===== config.mk =====
export PLATFORM = sky130hd
export DESIGN_NAME = door_lock_stepper_sequencer
export DESIGN_NICKNAME = d
export VERILOG_FILES = /design/src/dlss_pkg.sv /design/src/dlss_core.sv /design/src/dlss_out_buf.sv /design/src/door_lock_stepper_sequencer.sv
export SDC_FILE = /design/constraint.sdc
export NUM_CORES = 1
export LEC_CHECK = 0
export BUFFER_PORTS_ARGS = -buffer_cell sky130_fd_sc_hd__clkbuf_2
export CORE_MARGIN = 8
export CORE_UTILIZATION = 55
export DETAILED_ROUTE_END_ITERATION = 8
export GPL_ROUTABILITY_DRIVEN = 0
export PLACE_DENSITY_LB_ADDON = 0.25
export RECOVER_POWER = 50
export SYNTH_ARGS = -nofsm -noshare
export SYNTH_HDL_FRONTEND = slang
export SYNTH_SLANG_ARGS = --single-unit

===== constraint.sdc =====
create_clock -name clk_i -period 4.1 [get_ports clk_i]
set_input_delay 0 -clock clk_i [delete_from_list [all_inputs] [get_ports clk_i]]
set_output_delay 0 -clock clk_i [all_outputs]
set_load 0.01 [all_outputs]

===== src/dlss_pkg.sv =====
// Shared types, register codes, and constants for the door lock stepper sequencer.
// No dependencies. All other source files import this package.
`timescale 1ns / 1ps

package dlss_pkg;

  localparam int unsigned HoldW  = 16;
  localparam int unsigned CycleW = 10;
  localparam int unsigned CfgW   = HoldW;

  localparam logic [HoldW-1:0]  HoldReset  = 16'd5;
  localparam logic [CycleW-1:0] CycleReset = 10'd256;

  typedef enum logic [0:0] {
    REG_STEP_HOLD = 1'b0,
    REG_CYCLES    = 1'b1
  } dlss_reg_e;

  typedef enum logic [1:0] {
    ST_NONE    = 2'd0,
    ST_STARTED = 2'd1,
    ST_REFUSED = 2'd2,
    ST_BUSY    = 2'd3
  } dlss_status_e;

  typedef enum logic [0:0] {
    MODE_TICK   = 1'b0,
    MODE_TOGGLE = 1'b1
  } dlss_mode_e;

  typedef struct packed {
    logic mode;
    logic door_closed;
  } dlss_in_t;

  typedef struct packed {
    logic [3:0] coil_pattern;
    logic       locked;
    logic       busy_res;
    logic [1:0] request_status;
    logic       move_done;
  } dlss_out_t;

  // Two-phase full-step drive. The reverse order is the forward order read backward.
  function automatic logic [3:0] coil_lut(input logic rev, input logic [1:0] phase);
    logic [1:0] idx;
    logic [3:0] pat;
    idx = rev ? ~phase : phase;
    case (idx)
      2'd0:    pat = 4'hC;
      2'd1:    pat = 4'h6;
      2'd2:    pat = 4'h3;
      default: pat = 4'h9;
    endcase
    return pat;
  endfunction

endpackage


===== src/dlss_core.sv =====
// Input register, configuration registers, and move state with its next-state logic.
// Depends on dlss_pkg.
`timescale 1ns / 1ps

module dlss_core
  import dlss_pkg::*;
(
  input  logic                clk_i,
  input  logic                rst_ni,
  input  logic                in_valid_i,
  output logic                in_stall_o,
  input  dlss_in_t            in_data_i,
  input  logic                cfg_we_i,
  input  logic [0:0]          cfg_idx_i,
  input  logic [CfgW-1:0]     cfg_data_i,
  input  logic                res_full_i,
  output logic                res_valid_o,
  output dlss_out_t           res_data_o
);

  logic              stg_valid_q, stg_valid_d;
  dlss_in_t          stg_data_q;
  logic [HoldW-1:0]  hold_ticks_q;
  logic [CycleW-1:0] cycles_q;

  logic              lock_q, lock_d;
  logic              moving_q, moving_d;
  logic              rev_q, rev_d;
  logic [1:0]        phase_q, phase_d;
  logic [HoldW-1:0]  hold_q, hold_d;
  logic [CycleW-1:0] cycle_q, cycle_d;

  logic              accept;
  logic              proc;
  logic [HoldW-1:0]  hold_inc, hold_lim;
  logic [CycleW-1:0] cycle_inc, cycle_lim;
  logic [1:0]        phase_inc;
  logic              done;
  dlss_status_e      status;

  assign proc        = stg_valid_q & ~res_full_i;
  assign in_stall_o  = stg_valid_q & res_full_i;
  assign accept      = in_valid_i & ~in_stall_o;
  assign stg_valid_d = accept | (stg_valid_q & ~proc);

  // zero limits behave as one
  assign hold_lim  = (hold_ticks_q == '0) ? HoldW'(1) : hold_ticks_q;
  assign cycle_lim = (cycles_q == '0) ? CycleW'(1) : cycles_q;
  assign hold_inc  = hold_q + HoldW'(1);
  assign cycle_inc = cycle_q + CycleW'(1);
  assign phase_inc = phase_q + 2'd1;

  always_comb begin
    lock_d   = lock_q;
    moving_d = moving_q;
    rev_d    = rev_q;
    phase_d  = phase_q;
    hold_d   = hold_q;
    cycle_d  = cycle_q;
    status   = ST_NONE;
    done     = 1'b0;
    if (stg_data_q.mode == MODE_TOGGLE) begin
      if (moving_q) begin
        status = ST_BUSY;
      end else if (lock_q || stg_data_q.door_closed) begin
        moving_d = 1'b1;
        rev_d    = lock_q;
        phase_d  = '0;
        hold_d   = '0;
        cycle_d  = '0;
        status   = ST_STARTED;
      end else begin
        status = ST_REFUSED;
      end
    end else if (moving_q) begin
      hold_d = hold_inc;
      if (hold_inc >= hold_lim || hold_inc == '0) begin
        hold_d  = '0;
        phase_d = phase_inc;
        if (phase_inc == 2'd0) begin
          cycle_d = cycle_inc;
          if (cycle_inc >= cycle_lim || cycle_inc == '0) begin
            moving_d = 1'b0;
            cycle_d  = '0;
            rev_d    = 1'b0;
            lock_d   = ~lock_q;
            done     = 1'b1;
          end
        end
      end
    end
  end

  assign res_valid_o                 = proc;
  assign res_data_o.coil_pattern     = moving_d ? coil_lut(rev_d, phase_d) : 4'h0;
  assign res_data_o.locked           = lock_d;
  assign res_data_o.busy_res         = moving_d;
  assign res_data_o.request_status   = status;
  assign res_data_o.move_done        = done;

  always_ff @(posedge clk_i or negedge rst_ni) begin
    if (!rst_ni) begin
      stg_valid_q  <= 1'b0;
      hold_ticks_q <= HoldReset;
      cycles_q     <= CycleReset;
      lock_q       <= 1'b0;
      moving_q     <= 1'b0;
      rev_q        <= 1'b0;
      phase_q      <= '0;
      hold_q       <= '0;
      cycle_q      <= '0;
    end else begin
      stg_valid_q <= stg_valid_d;
      if (cfg_we_i) begin
        unique case (dlss_reg_e'(cfg_idx_i))
          REG_STEP_HOLD: hold_ticks_q <= cfg_data_i;
          REG_CYCLES:    cycles_q     <= cfg_data_i[CycleW-1:0];
        endcase
      end
      if (proc) begin
        lock_q   <= lock_d;
        moving_q <= moving_d;
        rev_q    <= rev_d;
        phase_q  <= phase_d;
        hold_q   <= hold_d;
        cycle_q  <= cycle_d;
      end
    end
  end

  always_ff @(posedge clk_i) begin
    if (accept) begin
      stg_data_q <= in_data_i;
    end
  end

  // idle always leaves the counters and direction parked at zero
  a_idle_parked: assert property (@(posedge clk_i) disable iff (!rst_ni)
    !moving_q |-> (hold_q == '0 && phase_q == '0 && cycle_q == '0 && !rev_q))
    else $error("idle with nonzero move state");

  a_done_coils_off: assert property (@(posedge clk_i) disable iff (!rst_ni)
    (proc && done) |-> (!moving_d && res_data_o.coil_pattern == 4'h0 && moving_q))
    else $error("move done without coils off");

  a_busy_keeps_state: assert property (@(posedge clk_i) disable iff (!rst_ni)
    (proc && status == ST_BUSY) |=> (moving_q && lock_q == $past(lock_q)))
    else $error("busy request changed state");

endmodule


===== src/dlss_out_buf.sv =====
// Two-entry result register with skid stage on the output channel.
// Depends on dlss_pkg.
`timescale 1ns / 1ps

module dlss_out_buf
  import dlss_pkg::*;
(
  input  logic      clk_i,
  input  logic      rst_ni,
  input  logic      push_i,
  input  dlss_out_t push_data_i,
  output logic      full_o,
  output logic      out_valid_o,
  input  logic      out_stall_i,
  output dlss_out_t out_data_o
);

  logic      main_valid_q, main_valid_d;
  logic      skid_valid_q, skid_valid_d;
  dlss_out_t main_q, skid_q;
  logic      pop;
  logic      load_main, load_skid, main_from_skid;

  assign pop         = main_valid_q & ~out_stall_i;
  assign full_o      = skid_valid_q;
  assign out_valid_o = main_valid_q;
  assign out_data_o  = main_q;

  always_comb begin
    main_valid_d   = main_valid_q;
    skid_valid_d   = skid_valid_q;
    load_main      = 1'b0;
    load_skid      = 1'b0;
    main_from_skid = 1'b0;
    if (skid_valid_q) begin
      if (pop) begin
        main_from_skid = 1'b1;
        skid_valid_d   = 1'b0;
      end
    end else if (push_i) begin
      if (!main_valid_q || pop) begin
        load_main    = 1'b1;
        main_valid_d = 1'b1;
      end else begin
        load_skid    = 1'b1;
        skid_valid_d = 1'b1;
      end
    end else if (pop) begin
      main_valid_d = 1'b0;
    end
  end

  always_ff @(posedge clk_i or negedge rst_ni) begin
    if (!rst_ni) begin
      main_valid_q <= 1'b0;
      skid_valid_q <= 1'b0;
    end else begin
      main_valid_q <= main_valid_d;
      skid_valid_q <= skid_valid_d;
    end
  end

  always_ff @(posedge clk_i) begin
    if (main_from_skid) begin
      main_q <= skid_q;
    end else if (load_main) begin
      main_q <= push_data_i;
    end
    if (load_skid) begin
      skid_q <= push_data_i;
    end
  end

  a_skid_behind_main: assert property (@(posedge clk_i) disable iff (!rst_ni)
    skid_valid_q |-> main_valid_q)
    else $error("skid holds a beat with main empty");

  a_no_push_when_full: assert property (@(posedge clk_i) disable iff (!rst_ni)
    push_i |-> !skid_valid_q)
    else $error("beat pushed into full buffer");

endmodule


===== src/door_lock_stepper_sequencer.sv =====
// Door lock stepper sequencer, top level: input register plus move state, then result buffer.
// Depends on dlss_pkg, dlss_core, dlss_out_buf.
`timescale 1ns / 1ps
//
//  channel   direction  handshake                 beat
//  in        to block   in_valid_i / in_stall_o   dlss_in_t  (mode, door_closed)
//  out       from block out_valid_o / out_stall_i dlss_out_t (coils, flags, status)
//  cfg       to block   cfg_we_i                  cfg_idx_i, cfg_data_i
//
// One beat per clock sustained while the result buffer is not full; an accepted beat passes
// from the input register through the state update into the result register, which drives output valid.
// Every input beat yields exactly one output beat, in order.
// A two-entry result buffer absorbs output stall; the input stalls only once both the
// buffer is full and the input register holds a beat.
// Asynchronous active-low reset: unlocked, idle, step hold limit 5, move limit 256 coil sequences.
// Configuration takes effect on the next processed beat; write it only while idle.

module door_lock_stepper_sequencer
  import dlss_pkg::*;
(
  input  logic            clk_i,
  input  logic            rst_ni,
  input  logic            in_valid_i,
  output logic            in_stall_o,
  input  dlss_in_t        in_data_i,
  output logic            out_valid_o,
  input  logic            out_stall_i,
  output dlss_out_t       out_data_o,
  input  logic            cfg_we_i,
  input  logic [0:0]      cfg_idx_i,
  input  logic [CfgW-1:0] cfg_data_i
);

  logic      res_valid;
  logic      res_full;
  dlss_out_t res_data;

  // state machine and input register
  dlss_core u_core (
    .clk_i      (clk_i),
    .rst_ni     (rst_ni),
    .in_valid_i (in_valid_i),
    .in_stall_o (in_stall_o),
    .in_data_i  (in_data_i),
    .cfg_we_i   (cfg_we_i),
    .cfg_idx_i  (cfg_idx_i),
    .cfg_data_i (cfg_data_i),
    .res_full_i (res_full),
    .res_valid_o(res_valid),
    .res_data_o (res_data)
  );

  // result register with skid entry
  dlss_out_buf u_out_buf (
    .clk_i      (clk_i),
    .rst_ni     (rst_ni),
    .push_i     (res_valid),
    .push_data_i(res_data),
    .full_o     (res_full),
    .out_valid_o(out_valid_o),
    .out_stall_i(out_stall_i),
    .out_data_o (out_data_o)
  );

endmodule

==> flow_summary.toml <==
[status]
status = "complete, but fails checks"
violations = "negative setup slack"

[global_routing]
grt_pass1_vias = 3812
grt_max_degree = 61
gr-total-overflow = 0
antenna_found_initial = 0
grt_pass1_wl_um = 18500
grtUsageTotal = 0.194

[route]
drc = 0
wl_um = 11700
detail-route-antenna-nets = 0
wl_met3_um = 593
highest_layer = "met4"
vias = 4018
drt_iter0_drc = 235
viasPerCell = 5.87
drt_pass1_iterations = 5
wl_met1_um = 5140
dr_wl_met2_um = 5730
wl_per_cell_um = 17.1

[sta]
fin_crit_ns = 4.13
hold_slack_ns = 0.153
drv_slew = 0
slew_headroom = 0.410
tightest_slew_ns = 0.885
finalCritPeriodShare = 1.01
setup_viol = 1
max_freq_mhz = 242
hold_viol_final = 0
fin_ws_ns = -0.0300
fin_worst_skew_ns = 0.0181

[clocking]
numCtsBuffers = 9
cts_root_buf = "clkbuf_8"
h-tree-depth = 3
clk_latency_ns = 0.36
clockBufferDepth = 2
cts_tree = "done"
cts.reportedPaths.clkPinSlew_ns = 0.10
clock-sinks = 80

[place]
io_buffers = 34
place_area_um2 = 5170
place_hpwl_um = 8230
placedCellCount = 640

[worst_setup_path]
setup.worst_path.end_class = "flop"
critical_path_buf_inv_count = 1
critPathSlowestCell = "a2111oi_0"
critPathLaunchType = "flop"
path_delay_family = "compound AO/OA/AOI/OAI gates"
crit_chain = "buf_4, and3_1, nand3_1, xnor2_1, ha_1, a2111oi_0, o21ai_0, nand2_1, a31oi_4, a211o_1, o211ai_2, o21ai_4, xor2_2, ha_1, nand2_1, o21ai_0, a21oi_1"
critPathRequiredTime_ns = 4.20
reg2reg_from = "u_core.hold_q[0]"
slowest_delay_ns = 0.60
critical_path_class = "flop to flop"
path_max_fanout = 5
crit_arrival_ns = 4.23
crit_start = "u_core.hold_q[0]"

[pwr]
power.density_nw_per_um2 = 444
pwr-share-seq = 0.433
ir_drop_mv = 0.230
p_int_w = 0.00164
p_leak_nw = 2.59
pwr-share-comb = 0.318
p_sw_frac = 0.359
p_clk_frac = 0.249
p_sw_w = 0.000922

[yosys]
syn_area_um2 = 4880
yosys_warnings = 0
syn_area_per_cell_um2 = 9.61
synth-main-ff-cell = "dfrtp_1"
syn_nets = 566
synthDistinctLibCells = 69
synth_edf_count = 20
async_flop_share = 0.750
ys_seq_area_frac = 0.431
syn_inst = 508
ys_ff_latch = 80

[cells_and_area]
final_common_cell = "nand2_1"
syn2layout_area_growth_pct = 18.4
finalNetCount = 630
drive_gt1_frac = 0.184
fin_util = 0.666
antenna_cells = 0
final_cell_mix = "70 x nand2_1, 51 x dfrtp_1, 41 x inv_1"
stdcell_count = 685
final_cell_area_um2 = 5780

[floorplan]
dieHeight_um = 110
core_um2 = 8680
die_w_um = 110
dieArea_um2 = 12200
start_util = 0.563
num_io_pins = 35
num_rows = 34

[hold_path]
hp-class = "input port to flop"
hold_path_startpoint = "cfg_idx_i"

[flow_run]
cap_violations = 0
-- cell type report --
cell class / count / area [um2]
fillers: 682 / 2900
multi-input cells: 366 / 2660
flip-flops and latches: 80 / 2110
repair buffers: 74 / 510
inverters: 41 / 154
clock buffers: 11 / 153
well taps: 108 / 135
clock inverters: 5 / 61.3
-- state kept, by name, summed over array words and instances, names as in the netlist, 2 cells and up --
name	cells
u_core.hold_q	16
u_core.hold_ticks_q	16
u_core.cycle_q	10
u_core.cycles_q	10
u_out_buf.out_data_o	9
u_out_buf.skid_q	9
u_core.phase_q	2
u_core.stg_data_q	2
-- power groups by stage --
| stage | registers, W | logic [W] | clock network [W] |
|---|---|---|---|
| floorplan | 0.00112 | 0.000500 | 0 |
| global placement | 0.00112 | 0.000710 | 0 |
| detailed placement | 0.00112 | 0.000740 | 0 |
| CTS | 0.00111 | 0.000765 | 0.000650 |
| global route | 0.00113 | 0.000908 | 0.000680 |
| finish | 0.00111 | 0.000817 | 0.000639 |
-- per-stage QoR --
step	setup WS, ns	TNS, ns	total power [W]
after global routing	-0.256	-1.43	0.00271
final	-0.0300	-0.0300	0.00257
after CTS	0.00585	0	0.00252
after global placement	0.194	0	0.00183
after detailed placement	-0.0299	-0.0299	0.00186
after floorplan	0.0342	0	0.00162
-- what timing repair did --
action / 4_1_cts / 5_1_grt
endpoints found under the hold margin: 88 / 0
resized for setup: 4 / 25
hold buffers: 21 / 0
setup endpoints to repair: 3 / 8
pin swaps: 1 / 6
setup buffers: 1 / 7
-- worst register-to-register path: cells and delay by family, from the launching register on --
family                     cells  cell delay (ns)
buffers and inverters          1             0.15
adders and majority gates      2             0.64
and+or+nand+nor                4             0.52
DFF                            1             0.42
AOI/OAI and AO/OA              8             1.74
xor gates and xnor gates       2             0.41
-- synth_stat cells, drive strengths merged (2+ instances only) --
cell     instances  area [um2]
dfrtp           57        1430
mux2i            4        52.6
o21bai           2        15.0
nor2b            6        37.5
edfxtp          20         601
or4              3        30.0
and2             3        18.8
a41o             2        20.0
and3             6        37.5
a211oi           2        15.0
mux2            11         124
a2bb2oi          3        26.3
a32o             4        40.0
o31ai            3        22.5
a21o            10        75.1
nor3            10        50.1
xor2             9        78.8
and4             2        17.5
xnor2           16         140
nor4             8        56.3
inv             41         154
o22ai            4        31.3
nor3b            4        30.0
nand4           17         121
nand2           72         275
a211o            3        26.3
or2              2        12.5
o211ai           6        50.1
dfstp            3        78.8
nand3           14        75.1
nor2            22        90.1
a21oi           13        80.1
buf              6        45.0
o2bb2ai          3        26.3
or3              2        12.5
nand2b           5        31.3
o21ai           42         214
a31oi            3        18.8
clkbuf          15        56.3
a2111oi          4        35.0
ha              34         425
-- final timing paths --
kind | to | slack, ns | cells past startpoint
min | u_core.hold_ticks_q[2] | 0.15 | 5
max | u_out_buf.out_data_o[6] | -0.03 | 17
max in group asynchronous | u_core.hold_q[5] | 3.21 | 3
min reg2reg | u_core.rev_q | 0.51 | 2
max reg2reg | u_out_buf.out_data_o[6] | -0.03 | 17
min in group asynchronous | u_core.cycles_q[1] | 0.34 | 3
-- routing by layer --
layer  vias to the layer above  track usage
met5                         -            0
met4                         0       0.0666
met3                        21       0.0273
met2                       105        0.318
met1                      1932        0.257
li1                       1960            -
-- cell families after synthesis --
group,share of synthesized area
adders and majority gates,0.0871
muxes,0.0361
and+or+nand+nor,0.189
DFF,0.431
xor gates and xnor gates,0.0448
AOI/OAI and AO/OA,0.159
buffers and inverters,0.0523
(Power assumes the default switching activity.)
